**src/crcc_pkg.sv**
```systemverilog
package crcc_pkg;

    localparam int REG_COUNT  = 4;
    localparam int ADDR_W     = 5;
    localparam int DATA_W     = 64;
    localparam int SETUP_W    = 42;
    localparam int SLOT_IDX_W = 3;
    localparam int MOD_STEPS  = 9;
    localparam int CNT_W      = 32;

    typedef enum logic [1:0] {
        OP_NONE,
        OP_CLEAR,
        OP_RANGE,
        OP_CHECK
    } crcc_kind_t;

    typedef enum logic [1:0] {
        STATUS_OK,
        STATUS_SKIP,
        STATUS_MISMATCH,
        STATUS_RANGE
    } crcc_status_t;

    // Packing of one slot setup register.
    typedef struct packed {
        logic        enable;
        logic [7:0]  modulus;
        logic        upper;
        logic [2:0]  byte_idx;
        logic [28:0] id;
    } crcc_setup_t;

    // Classified frame handed from the front to the back.
    typedef struct packed {
        crcc_kind_t            kind;
        logic [SLOT_IDX_W-1:0] slot;
        logic [7:0]            counter;
        logic [7:0]            next;
    } crcc_op_t;

    // Slot state clear on a setup write.
    typedef struct packed {
        logic                  valid;
        logic [SLOT_IDX_W-1:0] slot;
    } crcc_clr_t;

    typedef struct packed {
        crcc_status_t     status;
        logic             monitored;
        logic [1:0]       slot_hit;
        logic [CNT_W-1:0] total_frames;
        logic [CNT_W-1:0] ok_frames;
        logic [CNT_W-1:0] mismatch_frames;
    } crcc_result_t;

endpackage

```
**src/crcc_if.sv**
```systemverilog


interface crcc_out_if;
    logic        valid;
    logic        ready;
    logic [1:0]  status;
    logic        monitored;
    logic [1:0]  slot_hit;
    logic [31:0] total_frames;
    logic [31:0] ok_frames;
    logic [31:0] mismatch_frames;

    modport source (output valid, status, monitored, slot_hit, total_frames, ok_frames,
                    mismatch_frames, input ready);
    modport sink (input valid, status, monitored, slot_hit, total_frames, ok_frames,
                  mismatch_frames, output ready);
endinterface

```
**src/crcc_back.sv**
```systemverilog
module crcc_back #(
    parameter int SLOTS = 4
) (
    input  logic                clk,
    input  logic                rst_n,
    input  crcc_pkg::crcc_op_t  op,
    input  logic                op_valid,
    output logic                op_ready,
    input  crcc_pkg::crcc_clr_t clr,
    crcc_out_if.source          result_out
);
    import crcc_pkg::*;

    localparam int SW = (SLOTS > 1) ? $clog2(SLOTS) : 1;

    logic             seen_reg [SLOTS];
    logic [7:0]       exp_reg  [SLOTS];
    logic [CNT_W-1:0] tot_reg  [SLOTS];
    logic [CNT_W-1:0] good_reg [SLOTS];
    logic [CNT_W-1:0] bad_reg  [SLOTS];

    logic             res_valid_reg;
    crcc_result_t     res_reg, res_next;

    logic [SW-1:0]    sidx;
    logic [SW-1:0]    cidx;
    logic             take;
    logic             slot_wr;
    logic             seen_new;
    logic [7:0]       exp_new;
    logic [CNT_W-1:0] tot_new;
    logic [CNT_W-1:0] good_new;
    logic [CNT_W-1:0] bad_new;

    assign sidx     = op.slot[SW-1:0];
    assign cidx     = clr.slot[SW-1:0];
    assign op_ready = !res_valid_reg || result_out.ready;
    assign take     = op_valid && op_ready;

    always_comb
    begin
        seen_new = seen_reg[sidx];
        exp_new  = exp_reg[sidx];
        tot_new  = tot_reg[sidx] + 32'd1;
        good_new = good_reg[sidx];
        bad_new  = bad_reg[sidx];
        slot_wr  = 1'b0;
        res_next = '0;
        case (op.kind)
            OP_RANGE:
            begin
                slot_wr          = 1'b1;
                res_next.status  = STATUS_RANGE;
            end
            OP_CHECK:
            begin
                slot_wr  = 1'b1;
                seen_new = 1'b1;
                exp_new  = op.next;
                if (!seen_reg[sidx])
                begin
                    good_new        = good_reg[sidx] + 32'd1;
                    res_next.status = STATUS_SKIP;
                end
                else if (op.counter != exp_reg[sidx])
                begin
                    bad_new         = bad_reg[sidx] + 32'd1;
                    res_next.status = STATUS_MISMATCH;
                end
                else
                begin
                    good_new        = good_reg[sidx] + 32'd1;
                    res_next.status = STATUS_OK;
                end
            end
            default:
            begin
                slot_wr = 1'b0;
            end
        endcase
        if (slot_wr)
        begin
            res_next.monitored       = 1'b1;
            res_next.slot_hit        = op.slot[1:0];
            res_next.total_frames    = tot_new;
            res_next.ok_frames       = good_new;
            res_next.mismatch_frames = bad_new;
        end
    end

    always_ff @(posedge clk or negedge rst_n)
    begin
        if (!rst_n)
        begin
            res_valid_reg <= 1'b0;
            res_reg       <= '0;
            for (int s = 0; s < SLOTS; s++)
            begin
                seen_reg[s] <= 1'b0;
                exp_reg[s]  <= '0;
                tot_reg[s]  <= '0;
                good_reg[s] <= '0;
                bad_reg[s]  <= '0;
            end
        end
        else
        begin
            if (take)
            begin
                res_valid_reg <= 1'b1;
                res_reg       <= res_next;
                if (op.kind == OP_CLEAR)
                begin
                    for (int s = 0; s < SLOTS; s++)
                    begin
                        seen_reg[s] <= 1'b0;
                        exp_reg[s]  <= '0;
                        tot_reg[s]  <= '0;
                        good_reg[s] <= '0;
                        bad_reg[s]  <= '0;
                    end
                end
                else if (slot_wr)
                begin
                    seen_reg[sidx] <= seen_new;
                    exp_reg[sidx]  <= exp_new;
                    tot_reg[sidx]  <= tot_new;
                    good_reg[sidx] <= good_new;
                    bad_reg[sidx]  <= bad_new;
                end
            end
            else if (result_out.ready)
            begin
                res_valid_reg <= 1'b0;
            end
            // Setup write drops the slot's history.
            if (clr.valid)
            begin
                seen_reg[cidx] <= 1'b0;
                exp_reg[cidx]  <= '0;
                tot_reg[cidx]  <= '0;
                good_reg[cidx] <= '0;
                bad_reg[cidx]  <= '0;
            end
        end
    end

    assign result_out.valid           = res_valid_reg;
    assign result_out.status          = res_reg.status;
    assign result_out.monitored       = res_reg.monitored;
    assign result_out.slot_hit        = res_reg.slot_hit;
    assign result_out.total_frames    = res_reg.total_frames;
    assign result_out.ok_frames       = res_reg.ok_frames;
    assign result_out.mismatch_frames = res_reg.mismatch_frames;

endmodule

```
**src/flat_wrapper.sv**
```systemverilog
// flat-port wrapper written by rule: the top's interface ports become plain ports
module crcc_back_flat import crcc_pkg::*;
#(
    parameter int SLOTS = 4
)
  (clk, rst_n, op, op_valid, op_ready, clr, result_out_valid, result_out_status, result_out_monitored, result_out_slot_hit, result_out_total_frames, result_out_ok_frames, result_out_mismatch_frames, result_out_ready);
  crcc_out_if result_out_i ();
  input  logic clk;
  input  logic rst_n;
  input  crcc_pkg::crcc_op_t op;
  input  logic op_valid;
  output logic op_ready;
  input  crcc_pkg::crcc_clr_t clr;
  output wire logic [$bits(result_out_i.valid)-1:0] result_out_valid;
  output wire logic [$bits(result_out_i.status)-1:0] result_out_status;
  output wire logic [$bits(result_out_i.monitored)-1:0] result_out_monitored;
  output wire logic [$bits(result_out_i.slot_hit)-1:0] result_out_slot_hit;
  output wire logic [$bits(result_out_i.total_frames)-1:0] result_out_total_frames;
  output wire logic [$bits(result_out_i.ok_frames)-1:0] result_out_ok_frames;
  output wire logic [$bits(result_out_i.mismatch_frames)-1:0] result_out_mismatch_frames;
  input wire logic [$bits(result_out_i.ready)-1:0] result_out_ready;
  assign result_out_valid = result_out_i.valid;
  assign result_out_status = result_out_i.status;
  assign result_out_monitored = result_out_i.monitored;
  assign result_out_slot_hit = result_out_i.slot_hit;
  assign result_out_total_frames = result_out_i.total_frames;
  assign result_out_ok_frames = result_out_i.ok_frames;
  assign result_out_mismatch_frames = result_out_i.mismatch_frames;
  assign result_out_i.ready = result_out_ready;
  crcc_back #(.SLOTS(SLOTS)) u_core (.clk(clk), .rst_n(rst_n), .op(op), .op_valid(op_valid), .op_ready(op_ready), .clr(clr), .result_out(result_out_i));
endmodule
```
**config.mk**
```make
export PLATFORM = sky130hd
export DESIGN_NAME = crcc_back_flat
export DESIGN_NICKNAME = d
export VERILOG_FILES = /design/src/crcc_pkg.sv /design/src/crcc_if.sv /design/src/crcc_back.sv /design/src/flat_wrapper.sv
export SDC_FILE = /design/constraint.sdc
export NUM_CORES = 1
export LEC_CHECK = 0
export BUFFER_PORTS_ARGS = -buffer_cell sky130_fd_sc_hd__buf_2
export CAP_MARGIN = 20
export CELL_PAD_IN_SITES_DETAIL_PLACEMENT = 1
export CELL_PAD_IN_SITES_GLOBAL_PLACEMENT = 1
export CORE_MARGIN = 3
export CORE_UTILIZATION = 53
export DETAILED_ROUTE_END_ITERATION = 7
export PLACE_DENSITY_LB_ADDON = 0.1
export SETUP_SLACK_MARGIN = 0.15
export SYNTH_ARGS = -nofsm -noshare
export SYNTH_HDL_FRONTEND = slang
export SYNTH_SLANG_ARGS = --single-unit
```
**constraint.sdc**
```tcl
create_clock -name clk -period 4.38 [get_ports clk]
set_input_delay 1.095 -clock clk [delete_from_list [all_inputs] [get_ports clk]]
set_output_delay 1.095 -clock clk [all_outputs]
set_load 0.005 [all_outputs]
```
==> impl_metrics.env, run 1 <==
export IMPL_num_antenna_cells=0
export IMPL_grt_max_degree=106
export IMPL_synth_area_per_cell_um2=10.8
export IMPL_nets=2354
export IMPL_drive_above_1_share_pct=17.2
export IMPL_hold_viol=0
export IMPL_antenna_found_initial=2
export IMPL_use_met2_pct=53.8
export IMPL_status="complete, no violations"
export IMPL_worstPathRequired_ns=4.83
export IMPL_synth_cell_area_mm2=0.0238
export IMPL_min_path_type="flip-flop to flip-flop"
export IMPL_cpPeakStageDelay_ns=0.67
export IMPL_grt_pass1_wl_um=115000
export IMPL_numCtsBuffers=56
export IMPL_grt_ovfl_total=0
export IMPL_p_leak_nw=12.1
export IMPL_routed_wl_um=71700
export IMPL_fmax_ghz=0.271
export IMPL_numClockSinks=522
export IMPL_syn_num_nets=2241
export IMPL_slew_headroom_pct=39.0
export IMPL_cp_max_fo=30
export IMPL_placed_cell_area_mm2=0.0254
export IMPL_cap_viol_max_count=0
export IMPL_async_flop_share_pct=100
export IMPL_synth_edff_count=0
export IMPL_cts_root_buf="clkbuf_16"
export IMPL_path_common_cell="xor2_1"
export IMPL_io_pin_count=132
export IMPL_ant_nets=0
export IMPL_drtPass1Iterations=5
export IMPL_path_cells="buf_6 -> mux4_1 -> xor2_1 -> nor4_4 -> a21o_1 -> buf_12 -> nand3_1 -> xor2_1 -> o21ai_0"
export IMPL_synthTopCellsByCount="522 x dfrtp_1, 480 x nand2_1, 386 x o21ai_0"
export IMPL_core_area_mm2=0.0443
export IMPL_tns_ns=0
export IMPL_netlist_instances=2209
export IMPL_clock_latency_ns=0.61
export IMPL_yosys_top_cells_area="dfrtp_1 55%, o21ai_0 8.1%, nand2_1 7.6%, mux4_2 7.0%, mux4_1 3.3%"
export IMPL_ctsHtreeMaxLevel=2
export IMPL_start_util_pct=53.7
export IMPL_finalPower_mw=10.3
export IMPL_cpMaxStageDelayCell="nor4_4"
export IMPL_clock_path_buffers=3
export IMPL_grt_busiest_layer="met2"
export IMPL_grt_use_total_pct=31.0
export IMPL_die_area_mm2=0.0475
export IMPL_vdd_drop_max_mv=0.281
export IMPL_synth_main_ff_cell="dfrtp_1"
export IMPL_synth_top_cell_by_area="dfrtp_1"
export IMPL_detail_route_iter0_violations=1274
export IMPL_grt_pass1_vias=20500
export IMPL_slew_violations=0
export IMPL_vias=18400
export IMPL_die_w_um=218
export IMPL_worst_pin_slew_ns=0.912
export IMPL_crit_arrival_ns=4.14
export IMPL_crit_buf_inv=2
export IMPL_holdBufCountCts=0
export IMPL_finalInstanceArea_mm2=0.0272
export IMPL_cts_tree="done"
export IMPL_ys_seq_area_share_pct=54.9
export IMPL_endpoint_kind="flip-flop"
export IMPL_pwr_density_cell_mw_per_mm2=378
export IMPL_final_setup_skew_ns=0.0171
export IMPL_dpl_hpwl_um=43300
export IMPL_cp_start_kind="input pin"
export IMPL_globalRouteMet1Util_pct=39.9
export IMPL_critical_path_class="input pin to flip-flop"
export IMPL_avgViaCountPerCell=6.23
export IMPL_synth_top_area_share_pct=54.9
export IMPL_ys_ff_latch=522
export IMPL_post_cts_setup_buffers=0
export IMPL_fillers=4703
export IMPL_path_delay_family="simple AND/OR/NAND/NOR gates"
export IMPL_period_minus_slack_ns=3.70
export IMPL_ys_types=62
export IMPL_grt_use_met3_pct=5.31
export IMPL_wire_per_inst_um=24.3
export IMPL_setup_viol=0
export IMPL_finalCritPeriodShare_pct=84.4
export IMPL_die_h_um=218
export IMPL_synth_warnings=0
export IMPL_routabilityCongestion=0.833
export IMPL_portBuffers=129
export IMPL_rsz0062_at_grt="false"
export IMPL_rows=77
export IMPL_postCtsResizedCells=0
export IMPL_drc=0
export IMPL_yosys_cell_count_top_type="dfrtp_1"
export IMPL_path_clk_slew_ns=0.06
export IMPL_area_growth_pct=14.2
-- worst reg2reg max path: stages (launching register included) --
cell	delay, ns
dfrtp_1	0.38
mux4_1	0.57
xor2_1	0.20
nor4_4	0.67
a21o_1	0.24
buf_12	0.23
nand3_1	0.17
xor2_1	0.52
o21ai_0	0.19
-- routing by layer --
metal / wire [µm] / vias to the layer above
li1: - / 7996
met1: 29000 / 9670
met2: 36500 / 575
met3: 4190 / 144
met4: 1950 / 4
met5: 14 / -
-- worst paths after layout --
path                       cells after the start  slack [ns]                         startpoint                                end
setup / recovery                               9        0.68                             op[16]                u_core.good_reg[42]
hold / removal                                 1        0.47  u_core.result_out.total_frames[2]  u_core.result_out.total_frames[2]
setup reg to reg                               8        1.06                 u_core.exp_reg[23]                u_core.good_reg[42]
hold reg to reg                                1        0.47  u_core.result_out.total_frames[2]  u_core.result_out.total_frames[2]
max in group asynchronous                      2        2.81                              rst_n                 u_core.bad_reg[31]
min in group asynchronous                      1        0.58                              rst_n                u_core.tot_reg[124]
-- where the power goes --
part	switching, mW	leakage (nW)	internal (mW)
logic	0.537	3.93	0.201
registers	0.0313	7.26	4.88
clock network	1.93	0.867	2.69
-- per-stage QoR --
step | worst slack, ns | hold WS (ns) | cells | utilization (%)
3_3_place_gp | 0.321 | 0.449 | 2856 | 57.4
2_1_floorplan | 0.770 | 0.442 | 2209 | -
5_1_grt | 0.565 | 0.492 | 2952 | 61.4
3_5_place_dp | 0.182 | 0.462 | 2856 | 57.4
6_report | 0.684 | 0.470 | 2952 | 61.4
4_1_cts | 0.772 | 0.475 | 2952 | 61.4
-- placed cells by master (no fill, tap or decap), types with 13 or more instances in the layout --
master,instances
nand3_1,48
clkbuf_16,57
clkbuf_1,16
dfrtp_1,522
nand2_1,476
mux4_1,30
a211oi_1,41
nor3_1,17
o21ai_1,25
a22o_1,13
nor2_1,119
buf_4,55
xor2_1,41
xnor2_1,57
o21ai_0,385
buf_12,25
nand4_1,21
buf_2,126
a22oi_1,26
mux4_2,74
-- cell type report --
type / count / area [µm²] / area share [%]
clock buffer: 85 / 1650 / 6.07
clock inverter: 11 / 108 / 0.396
inverter: 11 / 41.3 / 0.152
multi-input combinational: 1523 / 10000 / 36.8
sequential: 522 / 13100 / 48.0
tap: 592 / 741 / 2.72
timing repair buffer: 208 / 1570 / 5.77
-- kinds of logic after synthesis --
group,share of synthesized area (%)
multiplexers,10.8
AND/OR/NAND/NOR,14.3
buffers and inverters,3.30
adder cells (fa/ha/maj),0.158
flip-flops,54.9
XOR/XNOR,3.67
AO/OA/AOI/OAI,12.9
No activity file was read; power rests on OpenSTA's default activity.
==> run 2: changes to the inputs <==
CORE_UTILIZATION = 44   (was 53)
clock period = 3.4 ns   (was 4.38 ns; I/O delays follow)
==> run 2 against run 1 <==
Against the previous run:
- total power increased by 38%
- clock-buffer cell count decreased by 5
- via count increased by 1.4%
- sequential cell count unchanged
- routed wire length increased by 4.1%
- combinational power increased by 41%
- clock power increased by 46%
- largest cell class unchanged
==> impl_metrics.env, run 2 (same netlist as run 1, synthesis figures left out) <==
export IMPL_ctsHtreeMaxLevel=2
export IMPL_routed_wl_um=74700
export IMPL_area_growth_pct=22.3
export IMPL_pwr_density_cell_mw_per_mm2=485
export IMPL_cp_start_kind="input pin"
export IMPL_numCtsBuffers=56
export IMPL_endpoint_kind="flip-flop"
export IMPL_drc=0
export IMPL_crit_arrival_ns=3.61
export IMPL_vdd_drop_max_mv=0.384
export IMPL_numClockSinks=522
export IMPL_worstPathRequired_ns=3.86
export IMPL_period_minus_slack_ns=3.14
export IMPL_io_pin_count=132
export IMPL_crit_reg2reg_launch="u_core.exp_reg[21]"
export IMPL_slew_violations=0
export IMPL_final_setup_skew_ns=0.0112
export IMPL_fin_ws_ns=0.255
export IMPL_portBuffers=129
export IMPL_holdBufCountCts=0
export IMPL_cts_tree="done"
export IMPL_place_ws_ns=-0.393
export IMPL_status="complete, no violations"
export IMPL_dpl_hpwl_um=47100
export IMPL_finalPower_mw=14.1
export IMPL_wire_per_inst_um=23.1
export IMPL_setup_viol=0
export IMPL_grt_pass1_vias=20700
export IMPL_rows=84
export IMPL_hold_viol=0
export IMPL_cpPeakStageDelay_ns=0.44
export IMPL_placed_cell_area_mm2=0.0270
export IMPL_path_common_cell="buf_4"
export IMPL_ant_nets=0
export IMPL_drive_above_1_share_pct=24.3
export IMPL_path_clk_slew_ns=0.06
export IMPL_worst_pin_slew_ns=0.802
export IMPL_critical_path_class="input pin to flip-flop"
export IMPL_rrSetupSlack_ns=0.35
export IMPL_layout_commonest_cell="dfrtp_1"
export IMPL_slew_headroom_pct=46.4
export IMPL_routabilityCongestion=0.853
export IMPL_grt_max_degree=112
export IMPL_core_area_mm2=0.0531
export IMPL_cap_viol_max_count=0
export IMPL_die_h_um=239
export IMPL_antenna_found_initial=3
export IMPL_cts_root_buf="clkbuf_16"
export IMPL_nets=2522
export IMPL_reg2reg_depth=8
export IMPL_rsz0062_at_grt="true"
export IMPL_grt_ovfl_total=0
export IMPL_path_cells="buf_6 -> buf_4 -> buf_12 -> mux4_2 -> and4_1 -> nand3_1 -> a2111o_1 -> buf_4 -> nor3_1 -> xnor2_2 -> o21ai_0"
export IMPL_die_w_um=239
export IMPL_die_area_mm2=0.0569
export IMPL_cp_max_fo=30
export IMPL_cpMaxStageDelayCell="a2111o_1"
export IMPL_start_util_pct=44.9
export IMPL_r2r_end="u_core.good_reg[101]"
export IMPL_drtPass1Iterations=4
export IMPL_finalInstanceArea_mm2=0.0291
export IMPL_min_path_type="input pin to async pin"
export IMPL_clock_latency_ns=0.62
export IMPL_fmax_ghz=0.318
export IMPL_avgViaCountPerCell=5.78
export IMPL_grt_use_total_pct=26.9
export IMPL_final_cell_mix="522 x dfrtp_1, 475 x nand2_1, 369 x o21ai_0, 217 x buf_4, 126 x buf_2"
export IMPL_finalCritPeriodShare_pct=92.5
export IMPL_detail_route_iter0_violations=944
export IMPL_clock_path_buffers=3
export IMPL_grt_pass1_wl_um=120000
export IMPL_vias=18600
export IMPL_p_leak_nw=13.1
export IMPL_fillers=5643
run 2: cell types whose count changed in the layout (fill, tap and decap cells not counted), sizes merged:
cell / previous run / this run
diode: 0 / 1
clkbuf: 85 / 80
bufinv: 2 / 9
buf: 208 / 376
inv: 10 / 12
clkinv: 9 / 14
clkinvlp: 1 / 2
run 2: layout make-up:
cell class | count | area, µm² | share of cell area, %
Sequential cell | 522 | 13100 | 44.9
Multi-Input combinational cell | 1523 | 10200 | 35.0
Timing Repair Buffer | 376 | 2910 | 9.98
Clock buffer | 80 | 1690 | 5.81
Tap cell | 688 | 861 | 2.96
Clock inverter | 26 | 372 | 1.28
Inverter | 11 | 41.3 | 0.142
Antenna cell | 1 | 2.50 | 0.00859
run 2: what timing repair did:
item                                    4_1_cts  5_1_grt
endpoints found under the setup margin        0       11
setup buffers                                 0        0
gates resized for setup                       0        6
run 2: worst max-delay path, delay by kind of cell:
family                 cells  cell delay (ns)
buffers and inverters      4             0.99
AND/OR/NAND/NOR            3             0.66
AO/OA/AOI/OAI              2             0.58
multiplexers               1             0.31
XOR/XNOR                   1             0.20
run 2: metrics by stage:
step           instances  setup TNS (ns)  hold slack [ns]  utilization, %
6_report            3227               0            0.167            54.9
2_1_floorplan       2209               0            0.442               -
3_3_place_gp        3120          -58.49            0.453            50.9
5_1_grt             3227               0            0.179            54.9
4_1_cts             3226               0            0.164            54.8
3_5_place_dp        3120          -76.13            0.465            50.9
run 2: worst max-delay path by stage:
stage | start | cells after the start | slack [ns] | end
3_3_place_gp | op[16] | 10 | -0.32 | u_core.bad_reg[85]
6_report | op[16] | 11 | 0.26 | u_core.bad_reg[117]
3_5_place_dp | op[16] | 10 | -0.39 | u_core.bad_reg[85]
4_1_cts | op[16] | 10 | 0.25 | u_core.bad_reg[85]
2_1_floorplan | op[16] | 10 | 0.07 | u_core.result_out.ok_frames[8]
5_1_grt | op[16] | 11 | 0.15 | u_core.bad_reg[55]
run 2: where the power goes:
group | switching, mW | leakage, nW | internal (mW) | total [mW]
combinational | 0.726 | 4.80 | 0.318 | 1.04
sequential | 0.0416 | 7.26 | 6.28 | 6.33
clock | 2.62 | 1.03 | 4.14 | 6.76
total | 3.39 | 13.1 | 10.7 | 14.1
run 2: per-layer routing:
layer	vias up	routed length, µm	track usage, %
met1	9851	32500	35.8
met4	4	1410	6.19
met2	360	38000	47.0
li1	8333	-	-
met5	-	14	0
met3	97	2820	3.62
==> run 3: changes to the inputs <==
ABC_CLOCK_PERIOD_IN_PS = 2550   (was default)
clock period = 2.55 ns   (was 3.4 ns; I/O delays follow)
==> run 3 against run 2 <==
Against the previous run:
- the flow now finishes with violations (setup timing)
- clock skew grew 0.0087 ns
- combinational power grew 87%
- worst hold slack gained 0.18 ns
- routed wire length grew 18%
- total power grew 34%
- register-to-register slack lost 0.64 ns
- sequential cell count is the same
- sequential power grew 33%
- final cell count grew 5.4%
- utilization grew 7.8 points
- largest cell class unchanged
==> impl_metrics.env, run 3 (same netlist as run 1, synthesis figures left out) <==
export IMPL_status="complete, but fails checks"
export IMPL_failed_checks="setup timing"
export IMPL_worstPathRequired_ns=3.03
export IMPL_cts_tree="done"
export IMPL_whs_ns=0.344
export IMPL_p_comb_share_pct=10.2
export IMPL_power_switching_mw=4.77
export IMPL_numClockSinks=522
export IMPL_drc=0
export IMPL_drtPass1Iterations=5
export IMPL_min_path_type="input pin to flip-flop"
export IMPL_die_area_mm2=0.0569
export IMPL_slew_violations=0
export IMPL_placed_cell_area_mm2=0.0283
export IMPL_layout_commonest_cell="dfrtp_1"
export IMPL_setup_viol=362
export IMPL_p_sw_share_pct=25.2
export IMPL_rsz0062_at_grt="true"
export IMPL_cp_max_fo=6
export IMPL_final_setup_skew_ns=0.0199
export IMPL_worst_pin_slew_ns=0.717
export IMPL_vias=20500
export IMPL_grt_ovfl_total=0
export IMPL_crit_reg2reg_launch="u_core.exp_reg[1]"
export IMPL_die_h_um=239
export IMPL_area_growth_pct=39.7
export IMPL_rrSetupSlack_ns=-0.29
export IMPL_dpl_hpwl_um=51700
export IMPL_portBuffers=129
export IMPL_ant_nets=0
export IMPL_final_cell_mix="522 x dfrtp_1, 470 x nand2_1, 286 x buf_4, 185 x o21ai_2, 173 x o21ai_1"
export IMPL_crit_arrival_ns=3.32
export IMPL_regArea_mm2=0.0131
export IMPL_routed_wl_um=87800
export IMPL_clock_latency_ns=0.63
export IMPL_nets=2703
export IMPL_p_leak_nw=14.8
export IMPL_clock_path_buffers=3
export IMPL_numCtsBuffers=57
export IMPL_fillers=5325
export IMPL_die_w_um=239
export IMPL_cpMaxStageDelayCell="mux4_2"
export IMPL_path_clk_slew_ns=0.06
export IMPL_routabilityCongestion=0.846
export IMPL_grt_pass1_wl_um=134000
export IMPL_grt_max_degree=112
export IMPL_min_path_cells=2
export IMPL_rows=84
export IMPL_r2r_end="u_core.result_out.mismatch_frames[23]"
export IMPL_internal_power_mw=14.1
export IMPL_cpPeakStageDelay_ns=0.54
export IMPL_antenna_found_initial=4
export IMPL_fmax_ghz=0.352
export IMPL_path_cells="mux4_2 -> xor2_2 -> buf_4 -> nor4_4 -> buf_12 -> a2111o_1 -> buf_6 -> buf_12 -> o31a_1 -> nor2_2 -> o21ai_1"
export IMPL_io_pin_count=132
export IMPL_num_antenna_cells=0
export IMPL_detail_route_iter0_violations=1415
export IMPL_grt_use_total_pct=30.4
export IMPL_cts_root_buf="clkbuf_16"
export IMPL_reg2reg_depth=11
export IMPL_slew_headroom_pct=51.8
export IMPL_ctsHtreeMaxLevel=2
export IMPL_period_minus_slack_ns=2.84
export IMPL_wire_per_inst_um=25.8
export IMPL_start_util_pct=44.9
export IMPL_finalInstanceArea_mm2=0.0333
export IMPL_grt_pass1_vias=22600
export IMPL_cp_start_kind="flip-flop"
export IMPL_core_area_mm2=0.0531
export IMPL_min_delay_start="op_valid"
export IMPL_drive_above_1_share_pct=40.6
export IMPL_hold_viol=0
export IMPL_p_seq_share_pct=44.6
export IMPL_endpoint_kind="flip-flop"
export IMPL_avgViaCountPerCell=6.01
export IMPL_power_frac_clock_pct=45.1
export IMPL_min_to="u_core.result_out.valid"
export IMPL_path_common_cell="buf_12"
export IMPL_vdd_drop_max_mv=0.578
export IMPL_critical_path_class="flip-flop to flip-flop"
export IMPL_fin_ws_ns=-0.287
export IMPL_finalCritPeriodShare_pct=111
export IMPL_pwr_density_cell_mw_per_mm2=569
export IMPL_cap_viol_max_count=0
export IMPL_multi_input_area_mm2=0.0122
==> run 3: area by class of cell <==
class	count	share of cell area, %
Multi-Input combinational cell	1523	36.6
Tap cell	688	2.59
Timing Repair Buffer	556	15.8
Inverter	11	0.124
Clock inverter	22	0.726
Sequential cell	522	39.3
Clock buffer	80	4.98
==> run 3: stage by stage <==
stage / util [%] / cells / setup WS [ns] / setup TNS [ns] / power (mW)
global placement: 53.2 / 3215 / -0.967 / -313.08 / 10.1
finish: 62.7 / 3402 / -0.287 / -46.32 / 18.9
detailed placement: 53.2 / 3215 / -1.04 / -337.64 / 10.2
floorplan: - / 2209 / -0.551 / -170.04 / 9.27
global route: 62.7 / 3402 / -0.365 / -81.34 / 19.5
CTS: 60.7 / 3372 / -0.210 / -29.94 / 18.9
==> run 3: power by group through the flow <==
| stage | registers [mW] | clock network, mW | logic (mW) |
|---|---|---|---|
| after floorplan | 8.57 | 0 | 0.695 |
| after global placement | 8.58 | 0 | 1.54 |
| after detailed placement | 8.59 | 0 | 1.57 |
| after CTS | 8.44 | 8.63 | 1.85 |
| after global routing | 8.44 | 9.03 | 2.05 |
| final | 8.44 | 8.54 | 1.94 |
==> run 3: worst max-delay path by stage <==
| stage | startpoint | end | slack (ns) | cells past startpoint |
|---|---|---|---|---|
| floorplan | op[16] | u_core.result_out.ok_frames[8] | -0.55 | 10 |
| global placement | op[16] | u_core.result_out.ok_frames[22] | -0.97 | 10 |
| detailed placement | op[16] | u_core.result_out.ok_frames[16] | -1.04 | 10 |
| CTS | u_core.exp_reg[9] | u_core.bad_reg[20] | -0.21 | 11 |
| global route | u_core.exp_reg[1] | u_core.bad_reg[87] | -0.36 | 12 |
| finish | u_core.exp_reg[1] | u_core.result_out.mismatch_frames[23] | -0.29 | 11 |
==> run 3: metal layers <==
| metal | global-route usage, % | share of wire, % | vias to the layer above |
|---|---|---|---|
| met1 | 39.7 | 41 | 10900 |
| met4 | 10.4 | 2.9 | 6 |
| met2 | 52.2 | 51 | 624 |
| met3 | 4.35 | 4.7 | 181 |
| li1 | - | - | 8749 |
| met5 | 0 | 0.035 | - |
==> run 3: critical path: cells and delay by family (launching register included) <==
family	cells	cell delay, ns
xor gates and xnor gates	1	0.17
and+or+nand+nor	2	0.23
AOI/OAI and AO/OA	3	0.80
muxes	1	0.54
buffers and inverters	4	0.56
DFF	1	0.38
==> run 3: what timing repair did <==
action / CTS / global route
gates cloned: 9 / 0
pin swaps: 125 / 132
hold endpoints to repair: 32 / 0
setup endpoints to repair: 438 / 443
hold buffers: 1 / 0
resized for setup: 423 / 277
setup buffers: 45 / 30
